## src/hw/rtl/cbsd_pkg.sv

```systemverilog
package cbsd_pkg;

  // Default number of stack entries for open arrays and maps.
  localparam int unsigned MAX_DEPTH_DEF = 64;

  // Reset value of the max_depth register.
  localparam logic [6:0] MAX_DEPTH_RST = 7'd64;

  // Major types.
  localparam logic [2:0] MT_NEG    = 3'd1;
  localparam logic [2:0] MT_BYTES  = 3'd2;
  localparam logic [2:0] MT_TEXT   = 3'd3;
  localparam logic [2:0] MT_ARRAY  = 3'd4;
  localparam logic [2:0] MT_MAP    = 3'd5;
  localparam logic [2:0] MT_TAG    = 3'd6;
  localparam logic [2:0] MT_SIMPLE = 3'd7;

  // Additional values in the low bits of a head byte.
  localparam logic [4:0] AI_ONE_BYTE  = 5'd24;
  localparam logic [4:0] AI_RSVD_LO   = 5'd28;
  localparam logic [4:0] AI_INDEF     = 5'd31;
  localparam logic [4:0] AI_FALSE     = 5'd20;
  localparam logic [4:0] AI_NULL      = 5'd22;

  // Byte roles.
  localparam logic [1:0] ROLE_HEAD = 2'd0;
  localparam logic [1:0] ROLE_ARG  = 2'd1;
  localparam logic [1:0] ROLE_PAY  = 2'd2;
  localparam logic [1:0] ROLE_DISC = 2'd3;

  // Error codes.
  localparam logic [2:0] ERR_NONE   = 3'd0;
  localparam logic [2:0] ERR_INDEF  = 3'd1;
  localparam logic [2:0] ERR_RSVD   = 3'd2;
  localparam logic [2:0] ERR_TAG    = 3'd3;
  localparam logic [2:0] ERR_SIMPLE = 3'd4;
  localparam logic [2:0] ERR_DEPTH  = 3'd5;
  localparam logic [2:0] ERR_TRUNC  = 3'd6;
  localparam logic [2:0] ERR_NEGR   = 3'd7;

  // Decoder phase within the byte stream.
  typedef enum logic [1:0] {
    PH_HEAD,
    PH_ARG,
    PH_PAY,
    PH_DRAIN
  } phase_t;

  // Controller states.
  typedef enum logic [2:0] {
    ST_IDLE,
    ST_DECODE,
    ST_CLOSE,
    ST_FILL,
    ST_EMIT
  } state_t;

  // One input request.
  typedef struct packed {
    logic [7:0] in_byte;
    logic       in_last;
  } in_req_t;

  // One result.
  typedef struct packed {
    logic [1:0]  byte_role;
    logic [2:0]  major_type;
    logic [63:0] argument;
    logic        head_done;
    logic        item_done;
    logic        top_done;
    logic [6:0]  nesting_level;
    logic [2:0]  error_code;
  } out_res_t;

  // Commands from the controller to the datapath.
  typedef struct packed {
    logic cap;
    logic decode;
    logic close;
    logic fill;
    logic emit;
  } cmd_t;

  // Status from the datapath to the controller.
  typedef struct packed {
    logic close_req;
    logic close_done;
    logic close_fill;
    logic out_free;
  } sts_t;

endpackage

```

## src/hw/rtl/cbsd_ctrl.sv

```systemverilog
module cbsd_ctrl (
  input  logic           clk,
  input  logic           rst_n,
  input  logic           in_valid,
  output logic           in_stall,
  input  cbsd_pkg::sts_t sts,
  output cbsd_pkg::cmd_t cmd
);
  import cbsd_pkg::*;

  state_t state_r;
  state_t state_nxt;

  // State register.
  always_ff @(posedge clk) begin
    if (!rst_n) begin
      state_r <= ST_IDLE;
    end else begin
      state_r <= state_nxt;
    end
  end

  // Next state and commands.
  always_comb begin
    state_nxt = state_r;
    cmd       = '0;
    in_stall  = 1'b1;
    unique case (state_r)
      ST_IDLE: begin
        in_stall = 1'b0;
        if (in_valid) begin
          cmd.cap   = 1'b1;
          state_nxt = ST_DECODE;
        end
      end
      ST_DECODE: begin
        cmd.decode = 1'b1;
        state_nxt  = sts.close_req ? ST_CLOSE : ST_EMIT;
      end
      ST_CLOSE: begin
        cmd.close = 1'b1;
        if (sts.close_done) begin
          state_nxt = ST_EMIT;
        end else if (sts.close_fill) begin
          state_nxt = ST_FILL;
        end
      end
      ST_FILL: begin
        cmd.fill  = 1'b1;
        state_nxt = ST_CLOSE;
      end
      ST_EMIT: begin
        if (sts.out_free) begin
          cmd.emit  = 1'b1;
          state_nxt = ST_IDLE;
        end
      end
      default: state_nxt = ST_IDLE;
    endcase
  end

endmodule

```

## config.mk

```make
export PLATFORM = sky130hd
export DESIGN_NAME = cbsd_ctrl
export DESIGN_NICKNAME = d
export VERILOG_FILES = /design/src/hw/rtl/cbsd_pkg.sv /design/src/hw/rtl/cbsd_ctrl.sv
export SDC_FILE = /design/constraint.sdc
export NUM_CORES = 1
export LEC_CHECK = 0
export BUFFER_PORTS_ARGS = -buffer_cell sky130_fd_sc_hd__buf_4
export CORE_AREA = 2 2 39 41
export DETAILED_ROUTE_END_ITERATION = 7
export DIE_AREA = 0 0 41 43
export HOLD_SLACK_MARGIN = 0.03
export PLACE_DENSITY = 0.44
export SLEW_MARGIN = 15
export SYNTH_ARGS = -nofsm -noshare
export SYNTH_HDL_FRONTEND = slang
export SYNTH_SLANG_ARGS = --single-unit
```

## constraint.sdc

```tcl
create_clock -name clk -period 2.55 [get_ports clk]
set_input_delay 0.1275 -clock clk [delete_from_list [all_inputs] [get_ports clk]]
set_output_delay 0.1275 -clock clk [all_outputs]
set_load 0.02 [all_outputs]
```

**Word-level counts from Yosys, hierarchy flattened**

Cells that the tools add are included.
W data, S select, Z words.

- Muxes and demuxes: 14
- Reductions and logical operators: 2
- Equality and inequality tests: 7

Operator list:

| kind | number |
|---|---|
| $mux W3 | 5 |
| $pmux W3 S5 | 1 |
| $mux W1 | 8 |
| $eq A3 B2 Y1 const B | 2 |
| $ne A2 B2 Y1 const B | 2 |
| $eq A3 B1 Y1 const B | 1 |
| $eq A3 B3 Y1 const B | 1 |
| $logic_not A3 Y1 | 1 |
| $ne A3 B3 Y1 const B | 1 |
| $reduce_and A3 Y1 | 1 |

- Register bits: 3
- Bits of input ports: 7
- Logic and storage cells: 24

**Longest topological paths before layout**

- Word-level depth: 3
- Gate-level depth with buffers: 3
- Gate-level depth less buffers: 2

**Worst setup path after synthesis**

Ideal clock, no wire load.

- Path kind: register to output
- Start: reg state_r[1]
- End: out cmd[2] (netlist bit)
- Data required time: 2.423 ns
- Stages on the path, launching flop included: 3
- Setup slack: 1.425 ns
- Data arrival time: 0.998 ns
- Path through: dfxtp_1 > buf_6 > nor3b_1

RTL lines:

| item | line | text |
|---|---|---|
| start: declaration | cbsd_ctrl.sv:11 | `state_t state_r;` |
| start signal: assignment | cbsd_ctrl.sv:19 | `state_r <= state_nxt;` |
| end: declaration | cbsd_ctrl.sv:7 | `output cbsd_pkg::cmd_t cmd` |

==> results.sh <==
export IMPL_finalMaxSlewViolations=0
export IMPL_layout_setup_ws_ns=1.160
export IMPL_reg_top3="state_r (3)"
export IMPL_post_place_ws_ns=1.395
export IMPL_critPathCaptureType="primary output"
export IMPL_seq_area_frac_synth=0.2376
export IMPL_firstDrtPassIters=2
export IMPL_pwr_density_cell_nw_per_um2=507.5
export IMPL_relSlewSlack=0.7224
export IMPL_reg2reg_depth=2
export IMPL_ioPinCount=13
export IMPL_h_tree_depth=1
export IMPL_design_die_area_um2=1763
export IMPL_cp_required_ns=2.42
export IMPL_synthTopCellsByArea="dfxtp_1 24%, a2111oi_4 11%, buf_6 8.9%"
export IMPL_peakVddDrop_mv=0.2844
export IMPL_hold_path_class="in2reg"
export IMPL_synth_most_common_cell="dfxtp_1"
export IMPL_min_delay_start="rst_n"
export IMPL_ys_top_cells_by_count="3 x dfxtp_1, 2 x buf_6, 2 x nand2b_1, 2 x nor3_1, 2 x nor3b_1"
export IMPL_start_util=0.1826
export IMPL_layout_drive_gt1_share=0.4865
export IMPL_vias=228
export IMPL_cp_start_kind="register"
export IMPL_status="finished, final reports clean"
export IMPL_crit_buf_inv=1
export IMPL_period_needed_ns=1.390
export IMPL_synth_top_area_share=0.2376
export IMPL_ys_async_sr_fraction=0
export IMPL_grt_max_degree=13
export IMPL_core_um2=1384
export IMPL_synth_edf_count=0
export IMPL_setup_tns_ns=0
export IMPL_maxCapViolations=0
export IMPL_fillers=153
export IMPL_syn_nets=31
export IMPL_arrival_ns=1.26
export IMPL_ant_nets=0
export IMPL_max_slew_worst_pin_slew_ns=0.4158
export IMPL_top_register="state_r"
export IMPL_max_stage_delay_ns=0.56
export IMPL_overflow=0
export IMPL_grt_pass1_vias=224
export IMPL_cts_resized=0
export IMPL_grt_util_met2=0.1000
export IMPL_routed_wl_um=528
export IMPL_root_buffer="clkbuf_4"
export IMPL_gp_congestion=0.6412
export IMPL_via_per_inst=4.302
export IMPL_clock_latency_ns=0.23
export IMPL_largest_reg_flops=3
export IMPL_post_cts_setup_buffers=0
export IMPL_area_growth_synth_to_final_pct=42.08
export IMPL_synth_distinct_cells=18
export IMPL_antenna_found_initial=0
export IMPL_power_total_uw=182.3
export IMPL_regToRegStartpoint="state_r[1]"
export IMPL_crit_chain="nand2b_1 -> nor3_1 -> buf_4"
export IMPL_row_count=14
export IMPL_syn_cell_area_um2=252.7
export IMPL_cpLargestDelayFamily="flip-flops"
export IMPL_yosysTopAreaCell="dfxtp_1"
export IMPL_rsz0062_at_grt="no"
export IMPL_ys_warn_count=0
export IMPL_timing_fmax_mhz=719.2
export IMPL_setup_violations=0
export IMPL_die_width_um=41
export IMPL_grt_pass1_wl_um=841
export IMPL_cts_buffers=3
export IMPL_cts_hold_buf=0
export IMPL_hold_depth=2
export IMPL_cp_max_fo=12
export IMPL_portBuffers=12
export IMPL_fin_util=0.2595
export IMPL_syn_inst=24
export IMPL_fin_skew_ns=0.001336
export IMPL_clock_sinks=3
export IMPL_leakage_nw=0.1632
export IMPL_cts_tree="yes"
export IMPL_ys_flop_type="dfxtp_1"
export IMPL_finalCritPeriodShare=0.5453
export IMPL_critical_path_cell_count=3
export IMPL_post_drt_wl_per_cell_um=9.962
export IMPL_die_h_um=43
export IMPL_ctsLongestPathBuffers=2
export IMPL_synth_avg_cell_area_um2=10.53
export IMPL_final_hold_viol_count=0
export IMPL_track_usage=0.07422
export IMPL_ys_ff_latch=3
export IMPL_drc=0
export IMPL_crit_start="state_r[1]"
export IMPL_layout_nets=45
export IMPL_drt_initial_drc_count=2
export IMPL_grt_use_met3=0.04712
export IMPL_grt_util_met1=0.08654
export IMPL_cp_slowest_cell="dfxtp_1"
export IMPL_clkTransAtPathRegs_ns=0.03
export IMPL_regToRegSetupSlack_ns=1.43
export IMPL_antenna_cells=0
export IMPL_busiest_layer="met2"
export IMPL_critPathKind="reg2out"
[final timing paths]
path / endpoint
worst max register to register: state_r[0]
worst min register to register: state_r[1]
worst max-delay path: cmd[4]
worst min-delay path: state_r[2]
[routing by layer]
metal	vias to the layer above	part of all wire
li1	117	-
met1	103	0.44
met2	8	0.47
met3	0	0.081
met4	0	0
met5	-	0
[where the power goes]
group	total, mW	leakage [nW]	switching [mW]	internal [mW]
Sequential	0.0586	0.0245	0.00858	0.0500
Combinational	0.0413	0.124	0.0180	0.0233
Clock	0.0824	0.0150	0.0238	0.0586
[per-stage QoR]
step | area (µm²) | instances | hold slack, ns
finish | 359.1 | 53 | 0.1299
global route | 359.1 | 53 | 0.1184
CTS | 359.1 | 53 | 0.1222
detailed placement | 332.8 | 49 | 0.3664
global placement | 332.8 | 49 | 0.3585
floorplan | 252.7 | 24 | 0.2554
[logic make-up after synthesis]
kind of cell	count (synthesis)	share of synthesized area
DFF	3	0.2376
and+or+nand+nor	13	0.4356
AOI/OAI and AO/OA	4	0.1931
buffers and inverters	4	0.1337
[cell type report]
cell class                 instances  area [µm²]  share of cell area
clock buffer                       4       26.28             0.07317
inverter                           1       3.754             0.01045
multi-input combinational         17       158.9              0.4425
sequential                         3       60.06              0.1672
tap                               16       20.02             0.05575
timing repair buffer              12       90.09              0.2509
[cell usage in the layout (no fill, tap or decap)]
| master | count |
|---|---|
| a2111oi_4 | 1 |
| a211oi_1 | 1 |
| and3b_1 | 1 |
| buf_4 | 12 |
| clkbuf_1 | 1 |
| clkbuf_4 | 3 |
| dfxtp_1 | 3 |
| inv_1 | 1 |
| nand2_1 | 1 |
| nand2b_1 | 2 |
| nand3b_4 | 1 |
| nor3_1 | 2 |
| nor3b_1 | 2 |
| nor4b_1 | 1 |
| nor4b_2 | 1 |
| nor4bb_1 | 1 |
| o21ai_0 | 1 |
| o31a_1 | 1 |
| or3_1 | 1 |
[worst reg2reg max path: cells and delay by family, from the launching register on]
family / cells / cell delay [ns]
compound gates: 1 / 0.34
simple gates: 1 / 0.12
flops: 1 / 0.56
No activity file was read; power rests on OpenSTA's default activity.
