$ cat src/hw/rtl/cbsd_pkg.sv
package cbsd_pkg;

  // Default number of stack entries for open arrays and maps.
  localparam int unsigned MAX_DEPTH_DEF = 64;

  // Reset value of the max_depth register.
  localparam logic [6:0] MAX_DEPTH_RST = 7'd64;

  // Major types.
  localparam logic [2:0] MT_NEG    = 3'd1;
  localparam logic [2:0] MT_BYTES  = 3'd2;
  localparam logic [2:0] MT_TEXT   = 3'd3;
  localparam logic [2:0] MT_ARRAY  = 3'd4;
  localparam logic [2:0] MT_MAP    = 3'd5;
  localparam logic [2:0] MT_TAG    = 3'd6;
  localparam logic [2:0] MT_SIMPLE = 3'd7;

  // Additional values in the low bits of a head byte.
  localparam logic [4:0] AI_ONE_BYTE  = 5'd24;
  localparam logic [4:0] AI_RSVD_LO   = 5'd28;
  localparam logic [4:0] AI_INDEF     = 5'd31;
  localparam logic [4:0] AI_FALSE     = 5'd20;
  localparam logic [4:0] AI_NULL      = 5'd22;

  // Byte roles.
  localparam logic [1:0] ROLE_HEAD = 2'd0;
  localparam logic [1:0] ROLE_ARG  = 2'd1;
  localparam logic [1:0] ROLE_PAY  = 2'd2;
  localparam logic [1:0] ROLE_DISC = 2'd3;

  // Error codes.
  localparam logic [2:0] ERR_NONE   = 3'd0;
  localparam logic [2:0] ERR_INDEF  = 3'd1;
  localparam logic [2:0] ERR_RSVD   = 3'd2;
  localparam logic [2:0] ERR_TAG    = 3'd3;
  localparam logic [2:0] ERR_SIMPLE = 3'd4;
  localparam logic [2:0] ERR_DEPTH  = 3'd5;
  localparam logic [2:0] ERR_TRUNC  = 3'd6;
  localparam logic [2:0] ERR_NEGR   = 3'd7;

  // Decoder phase within the byte stream.
  typedef enum logic [1:0] {
    PH_HEAD,
    PH_ARG,
    PH_PAY,
    PH_DRAIN
  } phase_t;

  // Controller states.
  typedef enum logic [2:0] {
    ST_IDLE,
    ST_DECODE,
    ST_CLOSE,
    ST_FILL,
    ST_EMIT
  } state_t;

  // One input request.
  typedef struct packed {
    logic [7:0] in_byte;
    logic       in_last;
  } in_req_t;

  // One result.
  typedef struct packed {
    logic [1:0]  byte_role;
    logic [2:0]  major_type;
    logic [63:0] argument;
    logic        head_done;
    logic        item_done;
    logic        top_done;
    logic [6:0]  nesting_level;
    logic [2:0]  error_code;
  } out_res_t;

  // Commands from the controller to the datapath.
  typedef struct packed {
    logic cap;
    logic decode;
    logic close;
    logic fill;
    logic emit;
  } cmd_t;

  // Status from the datapath to the controller.
  typedef struct packed {
    logic close_req;
    logic close_done;
    logic close_fill;
    logic out_free;
  } sts_t;

endpackage

$ cat src/hw/rtl/cbsd_dp.sv
module cbsd_dp #(
  parameter int unsigned MAX_DEPTH = cbsd_pkg::MAX_DEPTH_DEF
) (
  input  logic               clk,
  input  logic               rst_n,
  input  cbsd_pkg::cmd_t     cmd,
  output cbsd_pkg::sts_t     sts,
  input  cbsd_pkg::in_req_t  in_data,
  input  logic               cfg_valid,
  input  logic [6:0]         cfg_data,
  output logic               out_valid,
  input  logic               out_stall,
  output cbsd_pkg::out_res_t out_data
);
  import cbsd_pkg::*;

  localparam int unsigned AW = (MAX_DEPTH > 1) ? $clog2(MAX_DEPTH) : 1;
  localparam int unsigned LW = $clog2(MAX_DEPTH + 1);
  localparam int unsigned EW = 66;

  // Stack memory of the entries below the cached top of stack.
  logic [EW-1:0] mem [MAX_DEPTH];
  logic          mem_we;
  logic [AW-1:0] mem_wa;
  logic [EW-1:0] mem_wd;
  logic [AW-1:0] rd_addr;
  logic [EW-1:0] rd_data_r;

  logic [7:0]  byte_r, byte_nxt;
  logic        last_r, last_nxt;
  phase_t      phase_r, phase_nxt;
  logic [2:0]  pend_r, pend_nxt;
  logic [63:0] acc_r, acc_nxt;
  logic [3:0]  argl_r, argl_nxt;
  logic [63:0] pay_r, pay_nxt;
  logic [LW-1:0] open_r, open_nxt;
  logic [63:0] tos_cnt_r, tos_cnt_nxt;
  logic        tos_map_r, tos_map_nxt;
  logic        tos_vn_r, tos_vn_nxt;
  logic [6:0]  maxd_r, maxd_nxt;
  out_res_t    res_r, res_nxt;
  out_res_t    out_r, out_nxt;
  logic        out_valid_r, out_valid_nxt;

  logic [4:0]  addl;
  logic [2:0]  mt;
  logic        fh_go;
  logic [2:0]  fh_major;
  logic [63:0] fh_arg;
  logic [63:0] acc_new;
  logic [3:0]  argl_dec;
  logic [63:0] pay_dec;
  logic [63:0] cnt_dec;
  out_res_t    fin;

  assign addl = byte_r[4:0];
  assign mt   = byte_r[7:5];

  always_comb begin
    byte_nxt      = byte_r;
    last_nxt      = last_r;
    phase_nxt     = phase_r;
    pend_nxt      = pend_r;
    acc_nxt       = acc_r;
    argl_nxt      = argl_r;
    pay_nxt       = pay_r;
    open_nxt      = open_r;
    tos_cnt_nxt   = tos_cnt_r;
    tos_map_nxt   = tos_map_r;
    tos_vn_nxt    = tos_vn_r;
    maxd_nxt      = maxd_r;
    res_nxt       = res_r;
    out_nxt       = out_r;
    out_valid_nxt = out_valid_r && out_stall;
    mem_we        = 1'b0;
    mem_wa        = AW'(open_r - LW'(1));
    mem_wd        = {tos_cnt_r, tos_map_r, tos_vn_r};
    rd_addr       = AW'(open_r - LW'(2));
    sts           = '0;
    fh_go         = 1'b0;
    fh_major      = mt;
    fh_arg        = 64'(addl);
    acc_new       = {acc_r[55:0], byte_r};
    argl_dec      = (argl_r != 4'd0) ? argl_r - 4'd1 : 4'd0;
    pay_dec       = (pay_r != 64'd0) ? pay_r - 64'd1 : 64'd0;
    cnt_dec       = tos_cnt_r - 64'd1;
    fin           = res_r;

    sts.out_free = !out_valid_r || !out_stall;

    // Register write; the user must do it only while idle, unchecked here.
    if (cfg_valid) begin
      maxd_nxt = cfg_data;
    end

    // Capture an accepted request.
    if (cmd.cap) begin
      byte_nxt = in_data.in_byte;
      last_nxt = in_data.in_last;
    end

    // Classify the byte and finish a head where one completes.
    if (cmd.decode) begin
      res_nxt = '0;
      if (phase_r == PH_DRAIN) begin
        res_nxt.byte_role = ROLE_DISC;
      end else begin
        res_nxt.nesting_level = 7'(open_r);
        unique case (phase_r)
          PH_HEAD: begin
            res_nxt.byte_role  = ROLE_HEAD;
            res_nxt.major_type = mt;
            priority if (32'(open_r) > 32'(maxd_r)) begin
              res_nxt.error_code = ERR_DEPTH;
            end else if (addl == AI_INDEF) begin
              res_nxt.error_code = ERR_INDEF;
            end else if (mt == MT_TAG) begin
              res_nxt.error_code = ERR_TAG;
            end else if (mt == MT_SIMPLE) begin
              if (addl >= AI_FALSE && addl <= AI_NULL) begin
                fh_go = 1'b1;
              end else begin
                res_nxt.error_code = ERR_SIMPLE;
              end
            end else if (addl >= AI_RSVD_LO) begin
              res_nxt.error_code = ERR_RSVD;
            end else if (addl < AI_ONE_BYTE) begin
              fh_go = 1'b1;
            end else begin
              pend_nxt  = mt;
              acc_nxt   = 64'd0;
              argl_nxt  = 4'b0001 << addl[1:0];
              phase_nxt = PH_ARG;
            end
          end
          PH_ARG: begin
            res_nxt.byte_role  = ROLE_ARG;
            res_nxt.major_type = pend_r;
            acc_nxt            = acc_new;
            argl_nxt           = argl_dec;
            if (argl_dec == 4'd0) begin
              fh_go    = 1'b1;
              fh_major = pend_r;
              fh_arg   = acc_new;
            end
          end
          PH_PAY: begin
            res_nxt.byte_role  = ROLE_PAY;
            res_nxt.major_type = pend_r;
            pay_nxt            = pay_dec;
            if (pay_dec == 64'd0) begin
              phase_nxt         = PH_HEAD;
              res_nxt.item_done = 1'b1;
              sts.close_req     = 1'b1;
            end
          end
          default: ;
        endcase

        // Head done: error, start a string, open a container or end item.
        if (fh_go) begin
          res_nxt.head_done = 1'b1;
          res_nxt.argument  = fh_arg;
          phase_nxt         = PH_HEAD;
          priority if (fh_major == MT_NEG && fh_arg[63]) begin
            res_nxt.error_code = ERR_NEGR;
          end else if ((fh_major == MT_BYTES || fh_major == MT_TEXT) && fh_arg != 64'd0) begin
            pend_nxt  = fh_major;
            pay_nxt   = fh_arg;
            phase_nxt = PH_PAY;
          end else if ((fh_major == MT_ARRAY || fh_major == MT_MAP) && fh_arg != 64'd0) begin
            if (32'(open_r) >= MAX_DEPTH) begin
              res_nxt.error_code = ERR_DEPTH;
            end else begin
              mem_we      = (open_r != LW'(0));
              tos_cnt_nxt = fh_arg;
              tos_map_nxt = (fh_major == MT_MAP);
              tos_vn_nxt  = 1'b0;
              open_nxt    = open_r + LW'(1);
            end
          end else begin
            res_nxt.item_done = 1'b1;
            sts.close_req     = 1'b1;
          end
        end
      end
    end

    // One step of closing finished containers.
    if (cmd.close) begin
      if (open_r == LW'(0)) begin
        res_nxt.top_done = 1'b1;
        sts.close_done   = 1'b1;
      end else if (tos_map_r && !tos_vn_r) begin
        tos_vn_nxt     = 1'b1;
        sts.close_done = 1'b1;
      end else begin
        tos_vn_nxt  = 1'b0;
        tos_cnt_nxt = cnt_dec;
        if (cnt_dec != 64'd0) begin
          sts.close_done = 1'b1;
        end else begin
          open_nxt = open_r - LW'(1);
          if (open_r == LW'(1)) begin
            res_nxt.top_done = 1'b1;
            sts.close_done   = 1'b1;
          end else begin
            sts.close_fill = 1'b1;
          end
        end
      end
    end

    // Reload the top of stack from memory after a pop.
    if (cmd.fill) begin
      {tos_cnt_nxt, tos_map_nxt, tos_vn_nxt} = rd_data_r;
    end

    // Final checks, hand the result to the output register, restart if due.
    if (cmd.emit) begin
      if (fin.byte_role != ROLE_DISC && fin.error_code == ERR_NONE && last_r &&
          !fin.top_done) begin
        fin.error_code = ERR_TRUNC;
      end
      out_nxt       = fin;
      out_valid_nxt = 1'b1;
      if (fin.error_code != ERR_NONE || last_r) begin
        open_nxt  = '0;
        phase_nxt = last_r ? PH_HEAD : PH_DRAIN;
        pend_nxt  = 3'd0;
        acc_nxt   = 64'd0;
        argl_nxt  = 4'd0;
        pay_nxt   = 64'd0;
      end
    end
  end

  // Control registers.
  always_ff @(posedge clk) begin
    if (!rst_n) begin
      phase_r     <= PH_HEAD;
      open_r      <= '0;
      maxd_r      <= MAX_DEPTH_RST;
      out_valid_r <= 1'b0;
    end else begin
      phase_r     <= phase_nxt;
      open_r      <= open_nxt;
      maxd_r      <= maxd_nxt;
      out_valid_r <= out_valid_nxt;
    end
  end

  // Payload registers.
  always_ff @(posedge clk) begin
    byte_r    <= byte_nxt;
    last_r    <= last_nxt;
    pend_r    <= pend_nxt;
    acc_r     <= acc_nxt;
    argl_r    <= argl_nxt;
    pay_r     <= pay_nxt;
    tos_cnt_r <= tos_cnt_nxt;
    tos_map_r <= tos_map_nxt;
    tos_vn_r  <= tos_vn_nxt;
    res_r     <= res_nxt;
    out_r     <= out_nxt;
  end

  // Stack memory ports.
  always_ff @(posedge clk) begin
    if (mem_we) begin
      mem[mem_wa] <= mem_wd;
    end
    rd_data_r <= mem[rd_addr];
  end

  assign out_valid = out_valid_r;
  assign out_data  = out_r;

endmodule

$ cat config.mk
export PLATFORM = sky130hd
export DESIGN_NAME = cbsd_dp
export DESIGN_NICKNAME = d
export VERILOG_FILES = /design/src/hw/rtl/cbsd_pkg.sv /design/src/hw/rtl/cbsd_dp.sv
export SDC_FILE = /design/constraint.sdc
export NUM_CORES = 2
export LEC_CHECK = 0
export BUFFER_PORTS_ARGS = -buffer_cell sky130_fd_sc_hd__buf_2
export CAP_MARGIN = 30
export CORE_MARGIN = 2
export CORE_UTILIZATION = 50
export CTS_CLUSTER_DIAMETER = 80
export DETAILED_ROUTE_END_ITERATION = 12
export GPL_TIMING_DRIVEN = 0
export HOLD_SLACK_MARGIN = 0.08
export PLACE_DENSITY = 0.65
export SLEW_MARGIN = 30
export SYNTH_ARGS = -nofsm -noshare
export SYNTH_HDL_FRONTEND = slang
export SYNTH_MEMORY_MAX_BITS = 65536
export SYNTH_SLANG_ARGS = --single-unit
$ cat constraint.sdc
create_clock -name clk -period 9.2 [get_ports clk]
set_clock_uncertainty 0.2 [all_clocks]
set_input_delay 1.84 -clock clk [delete_from_list [all_inputs] [get_ports clk]]
set_output_delay 1.84 -clock clk [all_outputs]
set_load 0.05 [all_outputs]
### After elaboration in Yosys (flattened, before gate mapping)

Memory sizes are Yosys's and may differ from the RTL's. A register that Yosys moved wholly into a read port is not among the register bits.
Index checks and enable logic that the tools add are counted.

| storage, ports and cells | value |
|---|---|
| bits of input ports | 25 |
| memories kept | 1 |
| logic and storage cells | 268 |
| RAM bits | 4224 |
| flip-flop bits (word level) | 391 |

Memories:

| memory | words | width | read ports | clocked after memory_dff | wr ports | line | text |
|---|---|---|---|---|---|---|---|
| mem | 64 | 66 | 1 | 1 | 1 | cbsd_dp.sv:22 | `logic [EW-1:0] mem [MAX_DEPTH];` |

| cells by class | value |
|---|---|
| shifts and indexed selects | 1 |
| muxes and demuxes | 174 |
| bitwise logic cells | 1 |
| equal/unequal tests | 17 |
| reductions and logical operators | 33 |
| add/subtract/negate cells | 6 |
| magnitude comparators | 6 |

Operators with widths:

| operator | count |
|---|---|
| $mux 64 | 34 |
| $reduce_bool 64->1 | 3 |
| $pmux 64 s2 | 1 |
| $sub 64x1->64 const B | 2 |
| $mux 3 | 31 |
| $mux 7 | 13 |
| $mux 66 | 1 |
| $logic_not 64->1 | 1 |
| $mux 1 | 60 |
| $mux 4 | 11 |
| $mux 2 | 17 |
| $pmux 5 s3 | 1 |
| $eq 3x3->1 const B | 4 |
| $mux 11 | 1 |
| $ge 5x5->1 const B | 2 |
| $mux 10 | 1 |
| $ne 2x2->1 const B | 5 |
| $logic_and 1x1->1 | 9 |
| $pmux 4 s2 | 1 |
| $add 7x1->7 const B | 1 |
| $eq 7x1->1 const B | 1 |
| $ge 7x7->1 const B | 1 |
| $gt 7x7->1 | 1 |
| $logic_not 7->1 | 1 |
| other kinds (25) | 35 |

### Logic depth before layout (Yosys ltp)

| depth | value |
|---|---|
| word-level depth | 22 |
| mapped depth | 20 |
| gate-level depth less buffers | 12 |

### Worst setup path after synthesis

No wires, ideal clock.

| path | value |
|---|---|
| path kind | flip-flop to flip-flop |
| start point | register open_r[0] |
| end point | memory mem[14][0], enable pin |
| data arrival time | 6707 ps |
| stages on the path, launching flop included | 17 |
| library setup time | 491 ps |
| setup slack | 1803 ps |
| clock period less this slack | 7397 ps |
| data required time | 8509 ps |
| cells stage by stage | dfxtp_1 clkbuf_1 clkbuf_1 buf_1 clkbuf_1 clkbuf_1 inv_1 ha_1 nand4_1 o31a_1 o21a_1 inv_1 nand3_1 clkbuf_1 nor3_1 nand3_1 nor2_1 |

| between the ends | value |
|---|---|
| cells in the longest elaborated chain, start to end | 10 |

Ends and longest elaborated chain:

| element | line | text |
|---|---|---|
| start: declaration | cbsd_dp.sv:36 | `logic [LW-1:0] open_r, open_nxt;` |
| start signal: assignment | cbsd_dp.sv:247 | `open_r <= open_nxt;` |
| $gt 7x7->1, or another cell as far along | cbsd_dp.sv:113 | `priority if (32'(open_r) > 32'(maxd_r)) begin` |
| $mux 1 (on tied branches) | cbsd_dp.sv:113, cbsd_dp.sv:172 |  |
| $pmux 1 s2 or $mux 1 (tied branches) | cbsd_dp.sv:109, cbsd_dp.sv:171 |  |
| $mux 1 (on tied branches) | cbsd_dp.sv:105, cbsd_dp.sv:167 |  |
| $mux 1 (on tied branches) | cbsd_dp.sv:103, cbsd_dp.sv:165 |  |
| $mux 1 | cbsd_dp.sv:161 | `if (fh_go) begin` |
| $mux 1 | cbsd_dp.sv:105 | `if (phase_r == PH_DRAIN) begin` |
| $mux 1 | cbsd_dp.sv:103 | `if (cmd.decode) begin` |
| $mux 1 | cbsd_dp.sv:270 | `if (mem_we) begin` |
| $mux 1 (not written as such) | cbsd_dp.sv:271 | `mem[mem_wa] <= mem_wd;` |
| end: declaration | cbsd_dp.sv:22 |  |

Parallel ways exist; a longest one is shown, timed or not. The select of a mux whose other input is x is not followed.

==> reports/results.tsv <==
metric	value	unit
status	complete, no violations	
yosysWarnings	0	
cts_setup_buffers	0	
ys_seq_elements	4673	
synth_area	182000	µm²
cts.reportedPaths.clkPinSlew	70	ps
wirelength	547	mm
worstReg2RegStart	open_r[0]$_SDFF_PN0_	
fin_crit	9180	ps
reg2reg_slack	810	ps
rows	221	
wl_per_cell	37.4	µm
met1_length	204	mm
worst_ep_required_time	7160	ps
hold_viol	0	
grt_pass1_vias	94600	
ant_nets	0	
ys_seq_area_share	75.7	%
h-tree-depth	5	
nets	9435	
dr_wl_met3	55.8	mm
avgSynthCellArea	21.5	µm²
setup_ws	23.8	ps
setup_viol	0	
grt_max_degree	73	
die_x	607	µm
min_path_cells	0	
final_util	59.2	%
postSynth.asyncResetShare	0	%
portBuffers	109	
cp-end-kind	output port	
route.detailed.drc	0	
die_area	368000	µm²
core-area	362000	µm²
cts_buffer_depth	4	
via_per_inst	6.57	
r2r-end	mem[58][30]$_DFFE_PP_	
critPathMaxFanout	10	
yosysTopAreaCellShare	72.7	%
antenna_found_initial	73	
drv_cap	0	
power	44.1	mW
slew_viol_final	0	
area_growth	17.9	%
gp_congestion	0.941	
dpl_worst_slack	-286	ps
vias	96000	
timing.slew.headroom	19.1	%
drt_iter0_markers	14300	
die_h	607	µm
synth_fp_nets	8476	
synth_area_leader_cell	edfxtp_1	
drive_above_1_share	30.1	%
start_util	50.2	%
yosys-top-cells-area	edfxtp_1 (73%), mux4_2 (17%), dfxtp_1 (3.0%)	
worstRegToRegCells	21	
final_common_cell	edfxtp_1	
worstMarginPinSlew	1210	ps
dr.pass1.iters	6	
cts_tree	done	
tns	0	ps
synthFlopType	edfxtp_1	
min_path_type	flop to flop	
layout_common_cells	edfxtp_1 (4397), mux4_2 (1386), clkbuf_16 (457), clkbuf_1 (376), buf_16 (318)	
grt_pass1_wl	755	mm
timing.fmax	109	MHz
track_usage	29.8	%
cp_cell_sequence	clkbuf_1, clkbuf_2, buf_16, buf_2, buf_2, clkbuf_1, inv_1, ha_1, nand3_1, and3_2, clkbuf_2, clkbuf_2, nand3_1, nor2_2, buf_2	
final_cells	14600	
holdBufCountCts	0	
ys_types	88	
crit_arrival	7140	ps
dp_cells	13700	
dp_hpwl	393	mm
powerDensity	206	nW/µm²
criticalPathCategory	flop to output port	
rsz0062_at_grt	false	
cts_resized	4	
top_layer	met5	
root_buffer	clkbuf_16	
finalCritPeriodShare	99.7	%
cts_buffers	456	
synth_cells	8434	
synth_enable_flop_cells	4397	
critPathSlowestCell	buf_2	
io_pins	112	
worst_hold_path.endpoint	out_data[35]$_DFFE_PP_	
clock_latency	1040	ps
hp-start	fin[35]$_SDFFCE_PP0P_	
overflow	0	
cts.sinks	4673	
worstSetupStartpointType	flop	
wl_met2	263	mm
p_leak	66.0	nW
cpPeakStageDelay	560	ps
max-vdd-ir-drop	0.000169	V
-- kinds of logic (layout without fill, tap and decap cells) --
| family | after synthesis | count (layout) | share of synthesized area [%] |
|---|---|---|---|
| buf+inv | 563 | 1910 | 1.18 |
| xor+xnor | 44 | 44 | 0.212 |
| fa+ha+maj | 17 | 17 | 0.117 |
| other cells | 0 | 42 | 0 |
| compound gates | 628 | 628 | 2.38 |
| simple gates | 1103 | 1103 | 3.09 |
| flops | 4673 | 4673 | 75.7 |
| mux | 1406 | 1406 | 17.3 |
-- worst max-delay path: cells and delay by family, from the launching register on --
| family | cells | cell delay (ps) |
|---|---|---|
| buffers and inverters | 10 | 3920 |
| AND/OR/NAND/NOR | 4 | 1430 |
| flip-flops | 1 | 430 |
| adder cells (fa/ha/maj) | 1 | 300 |
-- synthesized netlist by cell type (16+ instances only) --
| library cell | n |
|---|---|
| a211oi_1 | 52 |
| a21oi_1 | 100 |
| a22oi_1 | 89 |
| a31oi_1 | 24 |
| and2_1 | 69 |
| buf_1 | 92 |
| clkbuf_1 | 403 |
| dfxtp_1 | 276 |
| edfxtp_1 | 4397 |
| ha_1 | 17 |
| inv_1 | 59 |
| mux2i_1 | 16 |
| mux4_2 | 1386 |
| nand2_1 | 224 |
| nand2b_1 | 20 |
| nand3_1 | 67 |
| nand4_1 | 43 |
| nor2_1 | 323 |
| nor2b_1 | 19 |
| nor3_1 | 102 |
| nor4_1 | 79 |
| o211ai_1 | 24 |
| o21ai_0 | 123 |
| o221ai_1 | 19 |
| o31ai_1 | 29 |
| or2_2 | 17 |
| or3_1 | 26 |
| or4_1 | 26 |
| xnor2_1 | 28 |
| xor2_1 | 16 |
-- power by group --
group	switching [mW]	internal [mW]
sequential	0.349	23.6
combinational	1.20	0.499
clock	8.14	10.3
-- sequential cells by signal (all words and copies together), names as in the netlist --
register,cells
out_valid,1
open_r,7
mem,4224
last_r,1
out_data,82
rd_data_r,66
pend_r,3
acc_r,56
tos_cnt_r,64
tos_vn_r,1
maxd_r,7
argl_r,4
pay_r,64
fin,79
phase_r,2
byte_r,8
tos_map_r,1
res_r,3
-- area by class of cell --
class | instances | area (µm²)
multi-input cells | 3198 | 42500
clock buffers | 571 | 12000
well taps | 4794 | 6000
clock inverters | 275 | 2730
fillers | 25200 | 148000
diodes | 42 | 105
inverters | 59 | 221
repair buffers | 503 | 10600
plain buffers | 502 | 2200
flip-flops and latches | 4673 | 138000
-- worst max path at each step --
stage,to,startpoint,slack [ps],depth (start not counted)
6_report,sts[1],open_r[0]$_SDFF_PN0_,20,15
5_1_grt,sts[1],open_r[0]$_SDFF_PN0_,30,15
4_1_cts,sts[3],open_r[0]$_SDFF_PN0_,30,16
3_5_place_dp,sts[1],open_r[1]$_SDFF_PN0_,-290,14
3_3_place_gp,mem[52][44]$_DFFE_PP_,open_r[0]$_SDFF_PN0_,-6440,16
2_1_floorplan,mem[14][0]$_DFFE_PP_,open_r[0]$_SDFF_PN0_,1800,16
-- layer usage --
| metal | up-vias | track usage [%] |
|---|---|---|
| met5 | - | 0 |
| met4 | 34 | 11.5 |
| met3 | 1027 | 6.55 |
| met2 | 5728 | 47.7 |
| met1 | 51500 | 40.2 |
| li1 | 37800 | - |
-- through the flow --
stage | area, µm² | hold WS [ps]
2_1_floorplan | 182000 | 196
3_5_place_dp | 199000 | 205
4_1_cts | 214000 | 216
5_1_grt | 214000 | 225
3_3_place_gp | 188000 | 201
6_report | 214000 | 216
Power figures use the tool's default switching activity.
